===== src/hdl/lne_pkg.sv =====
`timescale 1ns / 1ps
`default_nettype none

package lne_pkg;

    localparam logic [7:0] CH_CR  = 8'd13;
    localparam logic [7:0] CH_LF  = 8'd10;
    localparam logic [7:0] CH_BS  = 8'd8;
    localparam logic [7:0] CH_DEL = 8'd127;
    localparam logic [7:0] CH_SP  = 8'd32;

    localparam logic [6:0] LIMIT_MIN   = 7'd2;
    localparam logic [6:0] LIMIT_MAX   = 7'd64;
    localparam logic [6:0] MAX_LEN_RST = 7'd64;

    localparam logic CFG_MAX_LENGTH  = 1'b0;
    localparam logic CFG_ECHO_ENABLE = 1'b1;

    typedef enum logic [1:0] {
        KIND_CHAR  = 2'd0,
        KIND_EOL   = 2'd1,
        KIND_ERASE = 2'd2
    } t_kind;

    // one decoded input byte, expanded into beats by the burst stage
    typedef struct packed {
        t_kind      kind;
        logic       echo;
        logic [7:0] ch;
        logic [5:0] index;
        logic       done;
        logic [5:0] len;
    } t_burst;

    typedef struct packed {
        logic       echo_valid;
        logic [7:0] echo_char;
        logic       store_valid;
        logic [5:0] store_index;
        logic [7:0] store_char;
        logic       line_done;
        logic [5:0] line_length;
        logic       last;
    } t_result;

endpackage

`default_nettype wire


===== src/hdl/lne_rx_if.sv =====
`timescale 1ns / 1ps
`default_nettype none

interface lne_rx_if;
    logic       valid;
    logic       ready;
    logic [7:0] rx_byte;

    modport source (output valid, output rx_byte, input ready);
    modport sink   (input valid, input rx_byte, output ready);
endinterface

`default_nettype wire


===== src/hdl/lne_res_if.sv =====
`timescale 1ns / 1ps
`default_nettype none

interface lne_res_if;
    logic       valid;
    logic       ready;
    logic       echo_valid;
    logic [7:0] echo_char;
    logic       store_valid;
    logic [5:0] store_index;
    logic [7:0] store_char;
    logic       line_done;
    logic [5:0] line_length;
    logic       last;

    modport source (
        output valid, output echo_valid, output echo_char, output store_valid,
        output store_index, output store_char, output line_done,
        output line_length, output last, input ready
    );
    modport sink (
        input valid, input echo_valid, input echo_char, input store_valid,
        input store_index, input store_char, input line_done,
        input line_length, input last, output ready
    );
endinterface

`default_nettype wire


===== src/hdl/lne_decode.sv =====
`timescale 1ns / 1ps
`default_nettype none

module lne_decode (
    input  wire logic          i_clk,
    input  wire logic          i_rst_n,
    input  wire logic          i_cfg_we,
    input  wire logic          i_cfg_idx,
    input  wire logic [6:0]    i_cfg_data,
    input  wire logic [7:0]    i_byte,
    input  wire logic          i_accept,
    output lne_pkg::t_burst    o_burst,
    output logic               o_has_result
);
    import lne_pkg::*;

    logic [6:0] r_max_length;
    logic       r_echo_enable;
    logic [5:0] r_line_count;
    logic [5:0] n_line_count;

    logic [6:0] w_limit;
    logic [6:0] w_limit_m1;
    logic [5:0] w_inc;
    logic [5:0] w_dec;
    logic       w_done;

    always_comb begin
        if (r_max_length < LIMIT_MIN) begin
            w_limit = LIMIT_MIN;
        end else if (r_max_length > LIMIT_MAX) begin
            w_limit = LIMIT_MAX;
        end else begin
            w_limit = r_max_length;
        end
    end

    assign w_limit_m1 = w_limit - 7'd1;
    assign w_inc      = r_line_count + 6'd1;
    assign w_dec      = r_line_count - 6'd1;
    assign w_done     = ({1'b0, w_inc} >= w_limit_m1);

    always_comb begin
        o_burst       = '0;
        o_burst.kind  = KIND_CHAR;
        o_burst.echo  = r_echo_enable;
        o_burst.ch    = i_byte;
        o_has_result  = 1'b1;
        n_line_count  = r_line_count;
        if (i_byte == CH_CR || i_byte == CH_LF) begin
            o_burst.kind = KIND_EOL;
            o_burst.len  = r_line_count;
            n_line_count = '0;
        end else if (i_byte == CH_BS || i_byte == CH_DEL) begin
            o_burst.kind  = KIND_ERASE;
            o_burst.index = w_dec;
            // erase on an empty line is swallowed
            o_has_result  = (r_line_count != 6'd0);
            if (r_line_count != 6'd0) begin
                n_line_count = w_dec;
            end
        end else begin
            o_burst.index = r_line_count;
            o_burst.done  = w_done;
            o_burst.len   = w_done ? w_inc : 6'd0;
            n_line_count  = w_done ? 6'd0 : w_inc;
        end
    end

    always_ff @(posedge i_clk) begin
        if (!i_rst_n) begin
            r_max_length  <= MAX_LEN_RST;
            r_echo_enable <= 1'b1;
            r_line_count  <= '0;
        end else begin
            if (i_cfg_we) begin
                case (i_cfg_idx)
                    CFG_MAX_LENGTH:  r_max_length  <= i_cfg_data;
                    CFG_ECHO_ENABLE: r_echo_enable <= i_cfg_data[0];
                    default:         r_echo_enable <= r_echo_enable;
                endcase
            end
            if (i_accept) begin
                r_line_count <= n_line_count;
            end
        end
    end

endmodule

`default_nettype wire


===== src/hdl/lne_burst.sv =====
`timescale 1ns / 1ps
`default_nettype none

module lne_burst (
    input  wire logic          i_clk,
    input  wire logic          i_rst_n,
    input  wire logic          i_load,
    input  wire lne_pkg::t_burst i_burst,
    output logic               o_free,
    input  wire logic          i_out_ready,
    output logic               o_out_valid,
    output lne_pkg::t_result   o_out
);
    import lne_pkg::*;

    logic       r_pend_valid;
    t_burst     r_pend;
    logic [1:0] r_step;
    logic       r_out_valid;
    t_result    r_out;

    t_result    w_res;
    logic       w_out_load;
    logic       w_adv;

    always_comb begin
        w_res = '0;
        case (r_pend.kind)
            KIND_CHAR: begin
                w_res.echo_valid  = r_pend.echo;
                w_res.echo_char   = r_pend.echo ? r_pend.ch : 8'd0;
                w_res.store_valid = 1'b1;
                w_res.store_index = r_pend.index;
                w_res.store_char  = r_pend.ch;
                w_res.line_done   = r_pend.done;
                w_res.line_length = r_pend.len;
                w_res.last        = 1'b1;
            end
            KIND_EOL: begin
                w_res.echo_valid = 1'b1;
                if (r_step == 2'd0) begin
                    w_res.echo_char = CH_CR;
                end else begin
                    w_res.echo_char   = CH_LF;
                    w_res.line_done   = 1'b1;
                    w_res.line_length = r_pend.len;
                    w_res.last        = 1'b1;
                end
            end
            KIND_ERASE: begin
                w_res.echo_valid = 1'b1;
                if (r_step == 2'd0) begin
                    w_res.echo_char   = CH_BS;
                    w_res.store_valid = 1'b1;
                    w_res.store_index = r_pend.index;
                end else if (r_step == 2'd1) begin
                    w_res.echo_char = CH_SP;
                end else begin
                    w_res.echo_char = CH_BS;
                    w_res.last      = 1'b1;
                end
            end
            default: w_res = '0;
        endcase
    end

    assign w_out_load  = !r_out_valid || i_out_ready;
    assign w_adv       = r_pend_valid && w_out_load;
    assign o_free      = !r_pend_valid || (w_adv && w_res.last);
    assign o_out_valid = r_out_valid;
    assign o_out       = r_out;

    always_ff @(posedge i_clk) begin
        if (!i_rst_n) begin
            r_pend_valid <= 1'b0;
            r_step       <= '0;
            r_out_valid  <= 1'b0;
        end else begin
            if (w_out_load) begin
                r_out_valid <= r_pend_valid;
            end
            if (i_load) begin
                r_pend_valid <= 1'b1;
                r_step       <= '0;
            end else if (w_adv && w_res.last) begin
                r_pend_valid <= 1'b0;
            end else if (w_adv) begin
                r_step <= r_step + 2'd1;
            end
        end
    end

    always_ff @(posedge i_clk) begin
        if (i_load) begin
            r_pend <= i_burst;
        end
        if (w_adv) begin
            r_out <= w_res;
        end
    end

endmodule

`default_nettype wire


===== src/hdl/line_editor_with_echo.sv =====
`timescale 1ns / 1ps
`default_nettype none

// Each accepted byte is held in the pending burst register and each result beat
// in the output register. It emits one beat per cycle unless o_res.ready stalls;
// ordinary bytes give one beat, CR/LF two (CR, LF), erase three (BS, SP, BS).
// Erase on an empty line produces nothing and frees the input the same cycle.
// Synchronous active-low reset: line length 0, max_length 64, echo on.
module line_editor_with_echo (
    input  wire logic        i_clk,
    input  wire logic        i_rst_n,
    input  wire logic        i_cfg_we,
    input  wire logic        i_cfg_idx,
    input  wire logic [6:0]  i_cfg_data,
    lne_rx_if.sink           i_rx,
    lne_res_if.source        o_res
);
    import lne_pkg::*;

    t_burst  w_burst;
    logic    w_has_result;
    logic    w_free;
    logic    w_accept;
    logic    w_out_valid;
    t_result w_out;

    assign i_rx.ready = w_free;
    assign w_accept   = i_rx.valid && w_free;

    lne_decode u_decode (
        .i_clk        (i_clk),
        .i_rst_n      (i_rst_n),
        .i_cfg_we     (i_cfg_we),
        .i_cfg_idx    (i_cfg_idx),
        .i_cfg_data   (i_cfg_data),
        .i_byte       (i_rx.rx_byte),
        .i_accept     (w_accept),
        .o_burst      (w_burst),
        .o_has_result (w_has_result)
    );

    lne_burst u_burst (
        .i_clk       (i_clk),
        .i_rst_n     (i_rst_n),
        .i_load      (w_accept && w_has_result),
        .i_burst     (w_burst),
        .o_free      (w_free),
        .i_out_ready (o_res.ready),
        .o_out_valid (w_out_valid),
        .o_out       (w_out)
    );

    assign o_res.valid       = w_out_valid;
    assign o_res.echo_valid  = w_out.echo_valid;
    assign o_res.echo_char   = w_out.echo_char;
    assign o_res.store_valid = w_out.store_valid;
    assign o_res.store_index = w_out.store_index;
    assign o_res.store_char  = w_out.store_char;
    assign o_res.line_done   = w_out.line_done;
    assign o_res.line_length = w_out.line_length;
    assign o_res.last        = w_out.last;

endmodule

`default_nettype wire


===== src/flat_wrapper.sv =====
// flat-port wrapper written by rule: the top's interface ports become plain ports
module line_editor_with_echo_flat import lne_pkg::*;
  (i_clk, i_rst_n, i_cfg_we, i_cfg_idx, i_cfg_data, i_rx_valid, i_rx_rx_byte, i_rx_ready, o_res_valid, o_res_echo_valid, o_res_echo_char, o_res_store_valid, o_res_store_index, o_res_store_char, o_res_line_done, o_res_line_length, o_res_last, o_res_ready);
  lne_rx_if i_rx_i ();
  lne_res_if o_res_i ();
  input  wire logic i_clk;
  input  wire logic i_rst_n;
  input  wire logic i_cfg_we;
  input  wire logic i_cfg_idx;
  input  wire logic [6:0] i_cfg_data;
  input wire logic [$bits(i_rx_i.valid)-1:0] i_rx_valid;
  input wire logic [$bits(i_rx_i.rx_byte)-1:0] i_rx_rx_byte;
  output wire logic [$bits(i_rx_i.ready)-1:0] i_rx_ready;
  output wire logic [$bits(o_res_i.valid)-1:0] o_res_valid;
  output wire logic [$bits(o_res_i.echo_valid)-1:0] o_res_echo_valid;
  output wire logic [$bits(o_res_i.echo_char)-1:0] o_res_echo_char;
  output wire logic [$bits(o_res_i.store_valid)-1:0] o_res_store_valid;
  output wire logic [$bits(o_res_i.store_index)-1:0] o_res_store_index;
  output wire logic [$bits(o_res_i.store_char)-1:0] o_res_store_char;
  output wire logic [$bits(o_res_i.line_done)-1:0] o_res_line_done;
  output wire logic [$bits(o_res_i.line_length)-1:0] o_res_line_length;
  output wire logic [$bits(o_res_i.last)-1:0] o_res_last;
  input wire logic [$bits(o_res_i.ready)-1:0] o_res_ready;
  assign i_rx_i.valid = i_rx_valid;
  assign i_rx_i.rx_byte = i_rx_rx_byte;
  assign i_rx_ready = i_rx_i.ready;
  assign o_res_valid = o_res_i.valid;
  assign o_res_echo_valid = o_res_i.echo_valid;
  assign o_res_echo_char = o_res_i.echo_char;
  assign o_res_store_valid = o_res_i.store_valid;
  assign o_res_store_index = o_res_i.store_index;
  assign o_res_store_char = o_res_i.store_char;
  assign o_res_line_done = o_res_i.line_done;
  assign o_res_line_length = o_res_i.line_length;
  assign o_res_last = o_res_i.last;
  assign o_res_i.ready = o_res_ready;
  line_editor_with_echo u_core (.i_clk(i_clk), .i_rst_n(i_rst_n), .i_cfg_we(i_cfg_we), .i_cfg_idx(i_cfg_idx), .i_cfg_data(i_cfg_data), .i_rx(i_rx_i), .o_res(o_res_i));
endmodule

===== config.mk =====
export PLATFORM = sky130hd
export DESIGN_NAME = line_editor_with_echo_flat
export DESIGN_NICKNAME = d
export VERILOG_FILES = /design/src/hdl/lne_pkg.sv /design/src/hdl/lne_rx_if.sv /design/src/hdl/lne_res_if.sv /design/src/hdl/lne_decode.sv /design/src/hdl/lne_burst.sv /design/src/hdl/line_editor_with_echo.sv /design/src/flat_wrapper.sv
export SDC_FILE = /design/constraint.sdc
export NUM_CORES = 1
export LEC_CHECK = 0
export ABC_AREA = 1
export BUFFER_PORTS_ARGS = -buffer_cell sky130_fd_sc_hd__buf_4
export CAP_MARGIN = 20
export CELL_PAD_IN_SITES_DETAIL_PLACEMENT = 0
export CELL_PAD_IN_SITES_GLOBAL_PLACEMENT = 2
export CORE_MARGIN = 4
export CORE_UTILIZATION = 38
export CTS_CLUSTER_SIZE = 20
export DETAILED_ROUTE_END_ITERATION = 6
export MAX_ROUTING_LAYER = met4
export PLACE_DENSITY_LB_ADDON = 0.1
export SYNTH_ARGS = -nofsm -noshare
export SYNTH_HDL_FRONTEND = slang
export SYNTH_SLANG_ARGS = --single-unit
export TNS_END_PERCENT = 100

===== constraint.sdc =====
create_clock -name i_clk -period 6.3 [get_ports i_clk]
set_input_delay 1.26 -clock i_clk [delete_from_list [all_inputs] [get_ports i_clk]]
set_output_delay 1.26 -clock i_clk [all_outputs]
set_load 0.005 [all_outputs]

== After elaboration in Yosys (flattened, before gate mapping) ==
Index checks and enable logic that the tools add are counted.
Operators by class
  bitwise operators: 3
  reduce and logical (&&, ||, !) cells: 20
  muxes and demuxes: 27
  add/sub/neg operators: 4
  magnitude comparators: 3
  eq/ne operators: 8
Operators by type and width (number)
  $mux W6: 9
  $pmux W7 S2: 2
  $pmux W9 S3: 1
  $eq A8 B4 Y1 const B: 3
  $mux W8: 3
  $mux W7: 3
  $eq A8 B7 Y1 const B: 1
  $reduce_and A2 Y1: 4
  $ge A6 B7 Y1: 1
  $gt A7 B7 Y1 const B: 1
  $lt A7 B2 Y1 const B: 1
  $sub A7 B1 Y7 const B: 1
  $add A6 B1 Y6 const B: 1
  $mux W1: 6
  $reduce_bool A6 Y1: 1
  $sub A6 B1 Y6 const B: 1
  $eq A2 B1 Y1 const B: 2
  $logic_and A1 B1 Y1: 4
  $logic_not A2 Y1: 2
  $logic_or A1 B1 Y1: 4
  $reduce_or A2 Y1: 2
  $mux W3: 1
  $ne A3 B2 Y1 const B: 1
  $not A1 Y1: 3
  6 further kinds: 7
Word-level totals
  output and inout port bits: 34
  input bits: 21
  flip-flop bits (word level): 74
  logic and storage cells: 85

== Longest topological paths before layout ==
Gate-level depths: netlist of run 1.
  depth after elaboration: 9
  depth in mapped cells: 18
  mapped depth without buffers: 18

== Hierarchy ==
A second synthesis of run 1 with hierarchy kept.
Unflattened totals
  cells, all modules: 399
  area total of the unflattened synthesis: 3711.1 µm²
Modules (own cells, without submodules)
  lne_burst: seq. area each 1761.7 µm², cells an instance 168, instances 1, area an instance 2293.4 µm²
  lne_decode: seq. area each 280.3 µm², cells an instance 227, instances 1, area an instance 1400.1 µm²
  line_editor_with_echo: seq. area each 0.0 µm², cells an instance 4, instances 1, area an instance 17.5 µm²

== Worst setup path after synthesis of run 1 ==
OpenSTA, ideal clock, no wires.
  path type: input-to-reg
  from: input port o_res_ready
  to: register u_core.u_burst.r_step[0]
  setup time: 0.122 ns
  data arrival time: 3.368 ns
  data required time: 6.178 ns
  slack: 2.810 ns
  cell stages on the path: 5
  cells stage by stage: inv_1 > a21oi_1 > nand2_1 > nand2_1 > a21oi_2
On the way
  longest elaborated chain between the ends: 7
Ends and longest elaborated chain
  start, declared: RTL line flat_wrapper.sv:23  | input wire logic [$bits(o_res_i.ready)-1:0] o_res_ready;
  $logic_or A1 B1 Y1 (*): RTL line lne_burst.sv:67  | assign w_out_load = !r_out_valid || i_out_ready;
  $logic_and A1 B1 Y1 (*): RTL line lne_burst.sv:68  | assign w_adv = r_pend_valid && w_out_load;
  via u_core.u_burst.w_adv: RTL line lne_burst.sv:24  | logic w_adv;
  $logic_and A1 B1 Y1: RTL line lne_burst.sv:69, lne_burst.sv:85
  $logic_or A1 B1 Y1: RTL line lne_burst.sv:69  | assign o_free = !r_pend_valid || (w_adv && w_res.last);
  $logic_and A1 B1 Y1: RTL line line_editor_with_echo.sv:28  | assign w_accept = i_rx.valid && w_free;
  $logic_and A1 B1 Y1: RTL line line_editor_with_echo.sv:45  | .i_load (w_accept && w_has_result),
  $reduce_or A2 Y1 (no source line)
  end signal, assigned: RTL line lne_burst.sv:88  | r_step <= r_step + 2'd1;
  end, declared: RTL line lne_burst.sv:18  | logic [1:0] r_step;
Mark *: on every way through the listed nets, which the timed path passes. The rest lies on a longest branch.
A chain may end at the register's enable or synchronous reset.

== Final worst setup path of run 1 ==
  from: input port o_res_ready
  to: output port i_rx_ready
On the way
  longest elaborated chain between the ends: 4
Ends and longest elaborated chain
  $logic_or A1 B1 Y1: RTL line lne_burst.sv:67
  $logic_and A1 B1 Y1: RTL line lne_burst.sv:68
  $logic_and A1 B1 Y1: RTL line lne_burst.sv:69
  $logic_or A1 B1 Y1: RTL line lne_burst.sv:69
  end, declared: RTL line flat_wrapper.sv:13  | output wire logic [$bits(i_rx_i.ready)-1:0] i_rx_ready;
No other way between the ends.

==> impl.org, run 1 <==
** Status
- The run finished with clean final reports.

** GRT
- Antenna violations before repair :: 0
- Global route total overflow :: 0
- Vias in the first global route :: 2,500
- Overall global routing resource usage :: 0.141
- Entering global routing, the biggest net connects 36 pins.
- The first global-routing pass estimated 12.2 mm of wire.

** Placed design
- Once placement completed, the tool counted placed cells totaling 559.
- Number of I/O port buffers :: 54
- Once detailed placement completed, the half-perimeter wirelength came to 5.46 mm.
- The placed instances occupy a cell area of 4200 um^2.
- Gp weighted congestion :: 0.811

** STA
- Setup repair after global routing left no endpoint under its margin.
- Fmax achieved :: 0.315 GHz
- Between clock sinks in the finished design, the worst skew comes to 0.0132 ns.
- Headroom to the max-slew limit came out at 0.574.
- For the pin with the worst max-slew slack, the measured transition is 0.640 ns.
- Period utilization :: 0.504
- The number of pins exceeding their max-slew limit in the final report came to 0.
- Setup total negative slack :: 0 ns
- Endpoints failing hold :: 0
- Setup violations remaining at the end of the flow were counted as 0.
- The smallest clock period supported by the final layout is computed as 3.18 ns.

** Critical path
- For the worst flop-to-flop path, the logic depth is 13.
- The setup check on the worst reg-to-reg path leaves a slack of 3.67 ns.
- The startpoint identified for the worst register-to-register timing path is u_core.u_decode.r_max_length[6].
- The worst register-to-register path ends at u_core.u_burst.r_pend[3].
- STA classifies the critical path endpoint as a primary output.
- Cell chain of the critical path :: buf_4 > inv_1 > nand2_1 > nand3_2 > nand2_2 > buf_4
- Peak fanout along the critical path :: 4
- Required time worst endpoint :: 5.04 ns
- Data on the critical path arrives at its endpoint at 1.92 ns.
- Maximum cell stage delay along the critical path :: 0.16 ns
- Delay-heaviest family, CP :: buffers and inverters
- Counting both buffers and inverters, the worst setup path holds a total of 3.
- Category of the most critical setup path :: in2out
- Crit-path most repeated cell :: sky130_fd_sc_hd__buf_4
- The largest individual stage delay along the critical path comes from the cell sky130_fd_sc_hd__buf_4.
- Startpoint class of the critical path :: input port

** Floorplan
- For this configuration, the core starts out at a cell density of 0.394.
- The floorplan has 35 rows.
- Floorplan core area :: 9280 um^2
- Number of placed I/O pins :: 55
- DIE HEIGHT :: 106 um
- Die width :: 106 um
- Die Footprint :: 11,200 um^2

** Power and ir drop
- Across the VDD grid, the largest voltage drop is 0.113 mV.
- Power after layout :: 1.12 mW
- Power per Cell Area :: 253 nW/um^2
- Pleak :: 2.05 nW

** Min path
- Hold_sp :: u_core.u_decode.r_echo_enable
- The path with the worst hold slack has its endpoint at u_core.u_burst.r_pend[21].
- Counting instances, the worst hold path has a depth of 0.
- Path category of the worst min-delay check :: reg2reg

** CTS
- Number of levels in the clock H-tree :: 3
- Clock Sink Count :: 74
- Once the clock tree was built, the resizer swapped 0 gates to a different size.
- Clock latency on the worst-skew pair, taken at its later pin, is 0.34 ns.
- TritonCTS built the clock tree.
- The cell sitting at the root of the clock tree is a sky130_fd_sc_hd__clkbuf_8.
- Number of buffers added to fix hold violations after cts :: 0
- Number of buffers added for setup after CTS :: 0
- Deepest clock path buffer count :: 2
- Clock-pin slew was measured on the worst setup and hold paths at 0.08 ns.
- Total CTS buffers :: 9

** Flow run
- Max-cap violations in this run came to 0.

** Cells and area
- Counting the fill cells in the layout gives 934.
- After the last flow step, the layout net total stands at 479.
- The multi-input combinational cells in the finished layout cover a total of 1330 um^2.
- Area delta synth->final :: 21.7%
- ANT cells :: 0
- In the final layout, the share of cells above drive strength 1 is 0.237.
- Sequential cell area in the final layout :: 2040 um^2
- Count of placed standard cells in the final layout, fillers left out :: 576
- After routing the design area is 4450 um^2.

** Synth
- Synth Register Bits :: 74
- Count of distinct cell types in the synthesized netlist :: 38
- Avg Cell Area, Syn :: 9.59 um^2
- The share of synthesized area in the top cell type comes to 0.460.
- Syn. warnings :: 0
- The share of the Yosys chip area taken by registers is 0.559.
- Synthesis produced a netlist with a net count of 418.
- Top cell type by total area after synthesis :: sky130_fd_sc_hd__edfxtp_1
- Cell area after synthesis :: 3650 um^2
- By area the synthesized netlist is led by sky130_fd_sc_hd__edfxtp_1 (46%), sky130_fd_sc_hd__dfxtp_1 (9.9%), sky130_fd_sc_hd__nand2_1 (8.4%), sky130_fd_sc_hd__inv_1 (6.2%), sky130_fd_sc_hd__ha_1 (5.5%).
- The cell count after synthesis came out at 381.

** Routing
- DRT antenna net count :: 0
- Via count of the routed design :: 2,589
- TritonRoute pass-1 iters :: 4
- Wires add up to 7.15 mm.
- The first routing iteration left 133 violations.
- Using the TritonRoute via totals, the vias-per-cell ratio works out to 4.49.
- Detailed-route wire length per cell :: 12.4 um
- Count of unresolved DRC violations after routing :: 0
## where the power goes
group / internal (mW) / total (mW) / switching, mW
logic: 0.0620 / 0.148 / 0.0857
clock network: 0.222 / 0.399 / 0.176
registers: 0.561 / 0.577 / 0.0154
## synth_stat cells
library cell / instances
sky130_fd_sc_hd__a31oi_1: 2
sky130_fd_sc_hd__nand4_4: 1
sky130_fd_sc_hd__edfxtp_1: 56
sky130_fd_sc_hd__xnor2_1: 1
sky130_fd_sc_hd__o21ai_0: 14
sky130_fd_sc_hd__o21ai_2: 2
sky130_fd_sc_hd__nor3_1: 2
sky130_fd_sc_hd__clkbuf_2: 1
sky130_fd_sc_hd__inv_2: 8
sky130_fd_sc_hd__a21o_1: 1
sky130_fd_sc_hd__dfxtp_1: 18
sky130_fd_sc_hd__o22ai_1: 6
sky130_fd_sc_hd__inv_1: 60
sky130_fd_sc_hd__nand2_2: 7
sky130_fd_sc_hd__buf_6: 1
sky130_fd_sc_hd__ha_1: 16
sky130_fd_sc_hd__nor2_2: 2
sky130_fd_sc_hd__o21ai_4: 1
sky130_fd_sc_hd__nand2_1: 82
sky130_fd_sc_hd__a21oi_1: 14
sky130_fd_sc_hd__nor3_2: 1
sky130_fd_sc_hd__o211ai_1: 1
sky130_fd_sc_hd__clkbuf_1: 2
sky130_fd_sc_hd__xor2_1: 7
sky130_fd_sc_hd__inv_4: 1
sky130_fd_sc_hd__o31ai_1: 1
sky130_fd_sc_hd__buf_4: 1
sky130_fd_sc_hd__nor2_1: 39
sky130_fd_sc_hd__nor3b_2: 1
sky130_fd_sc_hd__nand4_1: 4
sky130_fd_sc_hd__a221oi_1: 1
sky130_fd_sc_hd__and3_1: 1
sky130_fd_sc_hd__nand3_4: 1
sky130_fd_sc_hd__nand3_1: 13
sky130_fd_sc_hd__nand3_2: 5
sky130_fd_sc_hd__a21oi_2: 4
sky130_fd_sc_hd__nor2_8: 1
sky130_fd_sc_hd__o21ai_1: 2
## metrics by stage
| stage | util | setup slack (ns) | hold slack (ns) |
|---|---|---|---|
| 2_1_floorplan | - | 2.81 | 0.409 |
| 3_3_place_gp | 0.452 | 3.13 | 0.441 |
| 3_5_place_dp | 0.452 | 3.11 | 0.453 |
| 4_1_cts | 0.476 | 3.10 | 0.473 |
| 5_1_grt | 0.479 | 3.03 | 0.487 |
| 6_report | 0.479 | 3.12 | 0.472 |
## per-layer routing
layer | up-vias | GRT usage | share of wire
met5 | - | - | 0
met4 | 0 | 0.0361 | 0.011
met3 | 6 | 0.0449 | 0.046
met2 | 54 | 0.216 | 0.47
met1 | 1162 | 0.181 | 0.48
li1 | 1367 | - | -
## layout make-up
type	count	share of cell area
Sequential cell	74	0.459
Inverter	69	0.0588
Clock buffer	9	0.0279
Timing Repair Buffer	55	0.0974
Clock inverter	7	0.0211
Multi-Input combinational cell	233	0.299
Tap cell	129	0.0363
## placed cells by master, fill, tap and decap left out, types with 7 or more instances in the layout
cell type / instances
sky130_fd_sc_hd__clkbuf_8: 9
sky130_fd_sc_hd__nand2_2: 7
sky130_fd_sc_hd__inv_1: 60
sky130_fd_sc_hd__o21ai_0: 14
sky130_fd_sc_hd__edfxtp_1: 56
sky130_fd_sc_hd__a21oi_1: 13
sky130_fd_sc_hd__buf_4: 54
sky130_fd_sc_hd__nand2_1: 82
sky130_fd_sc_hd__ha_1: 16
sky130_fd_sc_hd__dfxtp_1: 18
sky130_fd_sc_hd__inv_2: 8
sky130_fd_sc_hd__xor2_1: 7
sky130_fd_sc_hd__nand3_1: 13
sky130_fd_sc_hd__nor2_1: 39
## flip-flops by register name (all words and copies together), names as in the netlist
signal,count
u_core.u_burst.o_out,32
u_core.u_burst.r_pend,24
u_core.u_decode.r_max_length,7
u_core.u_decode.r_line_count,6
u_core.u_burst.r_step,2
u_core.u_burst.o_out_valid,1
u_core.u_burst.r_pend_valid,1
u_core.u_decode.r_echo_enable,1
## kinds of logic after synthesis
kind of cell,count (synthesis),synth area share
XOR/XNOR,8,0.0192
AND/OR/NAND/NOR,160,0.205
flip-flops,74,0.559
AO/OA/AOI/OAI,49,0.0822
buffers and inverters,74,0.0801
adder cells (fa/ha/maj),16,0.0548
## how the worst max path moves through the flow
stage / depth (start not counted) / from / endpoint / slack (ns)
after detailed placement: 6 / o_res_ready / i_rx_ready / 3.11
after floorplan: 5 / o_res_ready / u_core.u_burst.r_step[0] / 2.81
final: 6 / o_res_ready / i_rx_ready / 3.12
after global placement: 6 / o_res_ready / i_rx_ready / 3.13
after CTS: 6 / o_res_ready / i_rx_ready / 3.10
after global routing: 7 / u_core.u_burst.r_pend[22] / i_rx_ready / 3.03
No activity file was read; power rests on OpenSTA's default activity.
==> inputs of run 2 (changes only) <==
--- a/config.mk
+++ b/config.mk
@@ -5,13 +5,13 @@
 export SDC_FILE = /design/constraint.sdc
 export NUM_CORES = 1
 export LEC_CHECK = 0
-export ABC_AREA = 1
+export ABC_AREA = 0
 export BUFFER_PORTS_ARGS = -buffer_cell sky130_fd_sc_hd__buf_4
 export CAP_MARGIN = 20
 export CELL_PAD_IN_SITES_DETAIL_PLACEMENT = 0
 export CELL_PAD_IN_SITES_GLOBAL_PLACEMENT = 2
 export CORE_MARGIN = 4
-export CORE_UTILIZATION = 38
+export CORE_UTILIZATION = 34
 export CTS_CLUSTER_SIZE = 20
 export DETAILED_ROUTE_END_ITERATION = 6
 export MAX_ROUTING_LAYER = met4
==> constraint.sdc (replaced) <==
create_clock -name i_clk -period 2.6 [get_ports i_clk]
set_input_delay 0.52 -clock i_clk [delete_from_list [all_inputs] [get_ports i_clk]]
set_output_delay 0.52 -clock i_clk [all_outputs]
set_load 0.005 [all_outputs]
==> impl.org, run 2 <==
** Status
- Outcome :: complete, but fails checks
- The checks that failed: negative setup slack.

** Cells and area
- ANT cells :: 0 (unchanged)
- The flip-flop count of the largest register after layout came to 32 (unchanged).
- Post-Route Utilization :: 0.451 (-0.0275)
- Filler Cells Inserted :: 1,032 (+10%)
- The final cell count without fillers was 539 (-6.4%).
- Commonest cells after routing, fill and taps aside :: sky130_fd_sc_hd__buf_4 (93), sky130_fd_sc_hd__edfxtp_1 (56), sky130_fd_sc_hd__nor2b_1 (25)
- Nets :: 435 (-9.2%)
- Relative to the synthesized area, the layout overhead comes to 29.3%.
- Leaving out fill and tap cells, the most frequent cell in the layout is sky130_fd_sc_hd__buf_4.
- The fraction of final layout cells with drive strength greater than 1 is 0.320 (+0.0830).

** GRT
- Wire length of the first global-routing pass :: 12.9 mm (+5.2%)
- The total global routing track utilization came to 0.134 (-0.00619).
- The number of antenna violations at the first check in global routing is 0 (unchanged).
- Largest net degree at the start of global routing :: 33 (-8.3%)
- Global route total overflow :: 0 (unchanged)
- Vias in the first global route :: 2,548 (+1.9%)

** Placed design
- The total placed cells including tap cells came to 520 (-7.0%).
- The global placement routability congestion was 0.774 (-4.6%).
- Number of I/O port buffers :: 54 (unchanged)
- The detailed placer's ending HPWL was 5.65 mm (+3.5%).

** Critical path
- The worst setup path is launched from a flop.
- The endpoint identified for the worst register-to-register timing path is u_core.u_decode.r_line_count[0].
- Worst Path Buf+Inv :: 0 (-3)
- The critical path starts at u_core.u_decode.r_max_length[5].
- The worst-case reg-to-reg path depth was 12 (-1).
- Critical path endpoint :: u_core.u_decode.r_line_count[0]
- The critical path is of the reg2reg type.
- For this design, the slowest cell found on the critical path is sky130_fd_sc_hd__a221oi_4.
- Crit path arrival time :: 3.19 ns (+1.27 ns)
- Peak fanout along the critical path :: 4 (unchanged)
- Required time worst endpoint :: 2.88 ns (-2.16 ns)
- Startpoint of the most critical register-to-register path :: u_core.u_decode.r_max_length[5]
- Delay-heaviest family, CP :: compound AO/OA/AOI/OAI gates
- Cell chain of the critical path :: nor4_4 > or2b_1 > nand3b_1 > ha_4 > mux2i_1 > a21oi_1 > ha_1 > a21o_1 > a221oi_4 > nor2_4 > a2111o_1 > a21boi_1
- The reg2reg setup slack came to -0.31 ns (-3.98 ns).
- The worst setup path is captured at a flop.
- Total stage count of the critical path :: 12 (+6)
- Maximum cell stage delay along the critical path :: 0.39 ns (+0.23 ns)

** STA
- The final count of hold timing violations is 0 (unchanged).
- For the finished layout, the period the worst path requires is 2.91 ns.
- The slew at the pin closest to its max-slew limit is 0.770 ns (+0.130 ns).
- Setup total negative slack :: -3.02 ns (-3.02 ns)
- The clock tree skew after final layout came to 0.00895 ns (-0.00429 ns).
- Fmax achieved :: 0.344 GHz
- PnR worst setup slack :: -0.310 ns (-3.43 ns)
- Endpoints failing setup :: 13 (+13)
- Setup repair after global routing could not meet its margin everywhere.
- Period utilization :: 1.12
- The number of pins exceeding their max-slew limit in the final report came to 0 (unchanged).
- The headroom to the max-slew limit is 0.486 (-0.0878).

** Routing
- The via density per instance came to 4.56 (+1.4%).
- The first-iteration detailed-routing DRC count was 99 (-26%).
- Detailed-route wire length per cell :: 14.1 um (+13%)
- The number of nets with antenna violations after detailed routing was 0 (unchanged).
- TritonRoute pass-1 iters :: 4 (unchanged)
- Count of unresolved DRC violations after routing :: 0 (unchanged)
- Routed wire length :: 7.58 mm (+6.0%)
- The vias after detailed routing is 2,456 (-5.1%).

** Synth
- Count of distinct cell types in the synthesized netlist :: 52 (+37%)
- The net count of the mapped netlist was 344 (-18%).
- Async set-reset flop share out of synthesis :: 0 (unchanged)
- Synth top area cells :: sky130_fd_sc_hd__edfxtp_1 (46%), sky130_fd_sc_hd__dfxtp_1 (10%), sky130_fd_sc_hd__ha_1 (5.5%), sky130_fd_sc_hd__nor2b_1 (4.5%), sky130_fd_sc_hd__mux2i_1 (2.8%)
- Most frequent cell after synthesis :: sky130_fd_sc_hd__edfxtp_1
- Syn. warnings :: 0 (unchanged)
- sky130_fd_sc_hd__edfxtp_1 takes more of the synthesized area than any other cell.
- The most used flip-flop cell after synthesis is sky130_fd_sc_hd__edfxtp_1.
- Share of the synthesized area in the top cell type :: 0.464 (+0.00414)
- Avg Cell Area, Syn :: 11.8 um^2 (+23%)
- Cell area after synthesis :: 3620 um^2 (-0.89%)
- Post-Synthesis Cells :: 307 (-19%)
- Sorting the synthesized cells by how often they occur yields sky130_fd_sc_hd__edfxtp_1 (56), sky130_fd_sc_hd__nor2b_1 (26), sky130_fd_sc_hd__nand2_1 (23).
- The part of the Yosys area used for sequential elements came to 0.564 (+0.00502).
- EDFF count, synth :: 56 (unchanged)
- Synth Register Bits :: 74 (unchanged)

** CTS
- Clock-pin slew on the worst setup and hold paths :: 0.07 ns (about the same)
- TritonCTS built the clock tree.
- Total CTS buffers :: 9 (unchanged)
- Clk root buf :: sky130_fd_sc_hd__clkbuf_8
- The insertion delay of the later-clocked pin in the worst-skew pair came to 0.34 ns (about the same).
- The number of hold buffers added after CTS was 0 (unchanged).
- The number of levels the H-tree was split into came to 3 (unchanged).
- Clock Sink Count :: 74 (unchanged)
- The maximum count of clock buffers along a single path was 2 (unchanged).

** Power and ir drop
- Power per Cell Area :: 536 nW/um^2 (+110%)
- The peak supply drop came to 0.205 mV (+81%).
- The total power was 2.51 mW (+120%).
- The total leakage power is 1.90 nW (-7.1%).

** Floorplan
- Initial core utilization :: 0.349 (-0.0444)
- Number of placed I/O pins :: 55 (unchanged)
- DIE HEIGHT :: 111 um (+4.9%)
- The standard cell core area was 10,400 um^2 (+12%).
- The number of cell rows is 37 (+5.7%).
- The die area was 12,400 um^2 (+9.9%).
- The overall die width came to 111 um (+4.9%).

** Min path
- The worst hold path belongs to the class in2reg.

** Flow run
- The max-cap violation count was 0 (unchanged).
## run 2: cell types whose count changed after synthesis, moves of 5 or more
cell	change
sky130_fd_sc_hd__and2_1	+10
sky130_fd_sc_hd__clkbuf_1	+9
sky130_fd_sc_hd__inv_1	-49
sky130_fd_sc_hd__inv_2	-8
sky130_fd_sc_hd__mux2i_1	+10
sky130_fd_sc_hd__nand2_1	-59
sky130_fd_sc_hd__nand2_2	-6
sky130_fd_sc_hd__nand3_2	-5
sky130_fd_sc_hd__nor2_1	-21
sky130_fd_sc_hd__nor2b_1	+26
sky130_fd_sc_hd__nor3_1	+5
sky130_fd_sc_hd__xnor2_1	+6
## run 2: cell families (layout without fill, tap and decap cells)
logic type,after synthesis,in the layout,share of synthesized area
XOR/XNOR,10,10,0.0242
flip-flops,74,74,0.564
multiplexers,11,11,0.0339
buffers and inverters,26,122,0.0290
AND/OR/NAND/NOR,115,115,0.181
AO/OA/AOI/OAI,55,55,0.113
adder cells (fa/ha/maj),16,16,0.0553
## run 2: repair_timing
action / in CTS / in global routing
buffers inserted: 1 / 2
pin swaps: 5 / 6
setup endpoints to repair: 13 / 13
gates resized for setup: 6 / 7
## run 2: power breakdown
group	internal (mW)	total [mW]	leakage, nW	switching [mW]
Sequential	1.35	1.38	0.693	0.0314
Clock	0.333	0.744	0.0775	0.412
Combinational	0.190	0.380	1.13	0.190
Total	1.88	2.51	1.90	0.633
## run 2: worst min path at each step
stage	start	endpoint	slack [ns]	cells past startpoint
6_report	i_rx_rx_byte[7]	u_core.u_burst.r_pend[20]	0.37	1
2_1_floorplan	u_core.u_decode.r_echo_enable	u_core.u_burst.r_pend[21]	0.41	0
4_1_cts	i_rx_rx_byte[7]	u_core.u_burst.r_pend[20]	0.35	1
5_1_grt	i_rx_rx_byte[7]	u_core.u_burst.r_pend[20]	0.34	1
3_5_place_dp	u_core.u_decode.r_echo_enable	u_core.u_burst.r_pend[21]	0.43	0
3_3_place_gp	u_core.u_decode.r_echo_enable	u_core.u_burst.r_pend[21]	0.43	0
## run 2: area by class of cell
cell class | count | area [um^2] | share of cell area
clock inverters | 7 | 36.3 | 0.00775
clock buffers | 9 | 124 | 0.0265
well taps | 136 | 170 | 0.0364
inverters | 11 | 41.3 | 0.00882
flip-flops and latches | 74 | 2040 | 0.437
repair buffers | 95 | 729 | 0.156
multi-input cells | 207 | 1540 | 0.328
## run 2: stage by stage
step / cell area, um^2 / hold slack (ns) / worst slack, ns
after floorplan: 3640 / 0.408 / -0.326
after global placement: 4450 / 0.433 / -0.300
after detailed placement: 4450 / 0.431 / -0.342
after CTS: 4630 / 0.346 / -0.324
after global routing: 4680 / 0.340 / -0.529
final: 4680 / 0.368 / -0.310
## run 2: layer usage
layer | GRT usage | vias up | routed length, um
li1 | - | 1290 | -
met1 | 0.178 | 1112 | 3630
met2 | 0.203 | 47 | 3560
met3 | 0.0328 | 7 | 304
met4 | 0.0462 | 0 | 87
met5 | - | - | 0
==> inputs of run 3 (changes only) <==
--- a/config.mk
+++ b/config.mk
@@ -15,7 +15,7 @@
 export CTS_CLUSTER_SIZE = 20
 export DETAILED_ROUTE_END_ITERATION = 6
 export MAX_ROUTING_LAYER = met4
-export PLACE_DENSITY_LB_ADDON = 0.1
+export PLACE_DENSITY = 0.76
 export SYNTH_ARGS = -nofsm -noshare
 export SYNTH_HDL_FRONTEND = slang
 export SYNTH_SLANG_ARGS = --single-unit
==> impl.org, run 3 (synthesis gave the netlist of run 2 again) <==
** Status
- The flow ran to the end, but the final reports show violations.
- The checks that failed: negative setup slack.

** Cells and area
- Count of placed standard cells in the final layout, fillers left out :: 533 (-1.1%)
- The fraction of final layout cells with drive strength greater than 1 came to 0.317 (-0.00272).
- Post-Route Utilization :: 0.452 (about the same)
- Post-layout instance area :: 4680 um^2 (about the same)
- In the layout the commonest cells are sky130_fd_sc_hd__buf_4 (87), sky130_fd_sc_hd__edfxtp_1 (56), sky130_fd_sc_hd__nor2b_1 (25).
- ANT cells :: 0 (unchanged)
- The number of fill cells came to 1,007 (-2.4%).
- The flip-flop count of the largest register after layout came to 32 (unchanged).
- Nets :: 429 (-1.4%)
- The signed area change from the synthesized netlist to the final layout was 29.3% (about the same).
- Most common library cell in the layout ignoring fill and taps :: sky130_fd_sc_hd__buf_4

** Critical path
- The reg2reg setup slack came to -0.32 ns (about the same).
- Startpoint of the most critical register-to-register path :: u_core.u_decode.r_max_length[5]
- Number of cell instances on the worst register-to-register path :: 12 (unchanged)
- Setup crit end kind :: flop
- Walking the worst path, the cells encountered are nor4_4 > or2b_1 > nand3b_1 > ha_4 > mux2i_1 > a21oi_1 > ha_1 > a21o_1 > a221oi_4 > nor2_4 > a2111o_1 > a21boi_1.
- The setup path with the least slack is of type reg2reg.
- Required time worst endpoint :: 2.89 ns (about the same)
- Maximum cell stage delay along the critical path :: 0.42 ns (+0.03 ns)
- The worst setup path is launched from a flop.
- The worst register-to-register path ends at u_core.u_decode.r_line_count[0].
- The largest fanout of any net on the critical path is 4 (unchanged).
- Cell at the slowest stage of the critical path :: sky130_fd_sc_hd__a221oi_4
- Crit path arrival time :: 3.22 ns (+0.03 ns)

** STA
- Endpoints failing hold :: 0 (unchanged)
- Endpoints failing setup :: 13 (unchanged)
- Slew Limit Fails :: 0 (unchanged)
- Largest clock skew in the final design :: 0.0161 ns (+0.00714 ns)
- Worst-margin pin slew :: 0.807 ns (+0.0373 ns)
- The final critical-path share of the clock period was 1.12 (+0.00519).
- Headroom to the max-slew limit :: 0.461 (-0.0249)
- Fmax achieved :: 0.342 GHz (-0.46%)
- Time the worst path needs with I/O delays and setup :: 2.92 ns (+0.0135 ns)
- Setup repair after global routing could not meet its margin everywhere.
- PnR worst setup slack :: -0.324 ns (-0.0135 ns)

** GRT
- The number of antenna violations at the first check in global routing came to 0 (unchanged).
- The global routing met1 resource utilization is 0.161 (-0.0167).
- After global routing, the most crowded layer is met2.
- The global-route wire length before repair came to 12.3 mm (-4.3%).
- The total global routing track utilization came to 0.129 (-0.00557).
- Global route total overflow :: 0 (unchanged)
- GR Layer Usage met3 :: 0.0388 (+0.00600)
- Largest net degree at the start of global routing :: 34 (+3.0%)
- Vias in the first global route :: 2,487 (-2.4%)
- Global routing usage on met2 :: 0.195 (-0.00764)

** CTS
- Clock Sink Count :: 74 (unchanged)
- The number of hold buffers added after CTS was 0 (unchanged).
- TritonCTS built the clock tree.
- The cell sitting at the root of the clock tree is a sky130_fd_sc_hd__clkbuf_8.
- The number of levels the H-tree was split into is 3 (unchanged).
- The clock transition at the registers of the reported paths came to 0.09 ns (+0.02 ns).
- The insertion delay of the later-clocked pin in the worst-skew pair is 0.35 ns (about the same).
- The number of buffers created by CTS was 9 (unchanged).
- The maximum count of clock buffers along a single path was 2 (unchanged).

** Floorplan
- DIE HEIGHT :: 111 um (unchanged)
- The starting utilization of the core area was 0.349 (unchanged).
- The number of primary I/O pins is 55 (unchanged).
- The number of cell rows came to 37 (unchanged).
- The overall die width was 111 um (unchanged).
- The standard cell core area came to 10,400 um^2 (unchanged).
- The die area came to 12,400 um^2 (unchanged).

** Min path
- Path category of the worst min-delay check :: in2reg
- Hold_sp :: i_rx_rx_byte[7]
- The path with the worst hold slack has its endpoint at u_core.u_burst.r_pend[20].
- Hold depth :: 1 (unchanged)

** Placed design
- Pre-CTS setup slack :: -0.355 ns (-0.0135 ns)
- The detailed placer's ending HPWL is 5.47 mm (-3.3%).
- Area of placed instances :: 4400 um^2 (-1.0%)
- The total placed cells including tap cells came to 514 (-1.2%).
- The count of buffers inserted at the top-level ports came to 54 (unchanged).
- Gp weighted congestion :: 0.802 (+3.6%)

** Routing
- The number of nets with antenna violations after detailed routing was 0 (unchanged).
- The via density per instance came to 4.67 (+2.4%).
- The routed wirelength normalized by instance count is 13.6 um (-3.3%).
- The final routed DRC violation total was 0 (unchanged).
- The routed wire length came to 7.25 mm (-4.3%).
- The first-iteration detailed-routing DRC count is 128 (+29%).
- The number of detailed-routing iterations run before antenna repair came to 4 (unchanged).
- The vias after detailed routing was 2,487 (+1.3%).

** Power and ir drop
- Pleak :: 1.90 nW (-0.16%)
- The part of the power in combinational logic was 0.135 (-0.016).
- The power share of the sequential group is 0.511 (-0.041).
- The peak supply drop is 0.263 mV (+28%).
- The total power divided by cell area came to 579 nW/um^2 (+8.0%).
- The fraction of power spent switching nets is 0.235 (-0.0175).
- The internal cell power was 2.07 mW (+11%).
- Sw Pwr :: 636 uW (+0.54%)
- The share of power burned in the clock network came to 0.354 (+0.057).
- The total power is 2.71 mW (+8.1%).

** Flow run
- Number of max-cap violations :: 0 (unchanged)
## run 3: cell types whose count changed in the layout (fill, tap and decap cells not counted), moves of 2 or more
| cell | previous run | this run |
|---|---|---|
| sky130_fd_sc_hd__buf_4 | 93 | 87 |
| sky130_fd_sc_hd__bufinv_16 | 0 | 2 |
| sky130_fd_sc_hd__clkinv_1 | 3 | 1 |
| sky130_fd_sc_hd__o21ai_1 | 3 | 1 |
## run 3: per-layer routing
layer	wire length (um)	share of wire	up-vias
met3	373	0.051	14
met5	0	0	-
met1	3410	0.47	1133
met2	3290	0.45	60
li1	-	-	1280
met4	181	0.025	0
## run 3: cell type report
cell class,count,area (um^2),area share
clock buffer,9,124,0.0264
clock inverter,7,92.6,0.0198
inverter,11,41.3,0.00882
multi-input combinational,207,1530,0.326
sequential,74,2040,0.437
tap,136,170,0.0363
timing repair buffer,89,684,0.146
## run 3: worst max-delay path, delay by kind of cell (launching register included)
kind / cells / cell delay (ns)
AOI/OAI and AO/OA: 5 / 1.18
adders and majority gates: 2 / 0.47
DFF: 1 / 0.34
muxes: 1 / 0.18
and+or+nand+nor: 4 / 0.71
## run 3: through the flow
step / hold slack (ns) / TNS (ns)
floorplan: 0.408 / -2.36
global placement: 0.421 / -3.03
detailed placement: 0.425 / -3.69
CTS: 0.339 / -3.37
global route: 0.331 / -5.68
finish: 0.366 / -3.20
## run 3: timing repair
item,4_1_cts,5_1_grt
pin swaps,11,7
gates resized for setup,9,2
endpoints found under the setup margin,13,13
gates cloned,0,0
setup buffers,1,2
## run 3: power by group through the flow
stage | clock network [mW] | registers [mW] | logic [mW]
after global routing | 1.08 | 1.39 | 0.408
after detailed placement | 0 | 1.41 | 0.366
after floorplan | 0 | 1.41 | 0.197
after CTS | 1.01 | 1.39 | 0.370
final | 0.960 | 1.38 | 0.367
after global placement | 0 | 1.41 | 0.364
## run 3: worst max path at each step
stage,start,end,slack [ns]
2_1_floorplan,u_core.u_decode.r_max_length[5],u_core.u_decode.r_line_count[0],-0.33
3_3_place_gp,u_core.u_decode.r_max_length[5],u_core.u_burst.r_pend[2],-0.29
3_5_place_dp,u_core.u_decode.r_max_length[5],u_core.u_burst.r_pend[2],-0.36
4_1_cts,u_core.u_decode.r_max_length[5],u_core.u_burst.r_pend[5],-0.34
5_1_grt,u_core.u_decode.r_max_length[5],u_core.u_burst.r_pend[2],-0.54
6_report,u_core.u_decode.r_max_length[5],u_core.u_decode.r_line_count[0],-0.32
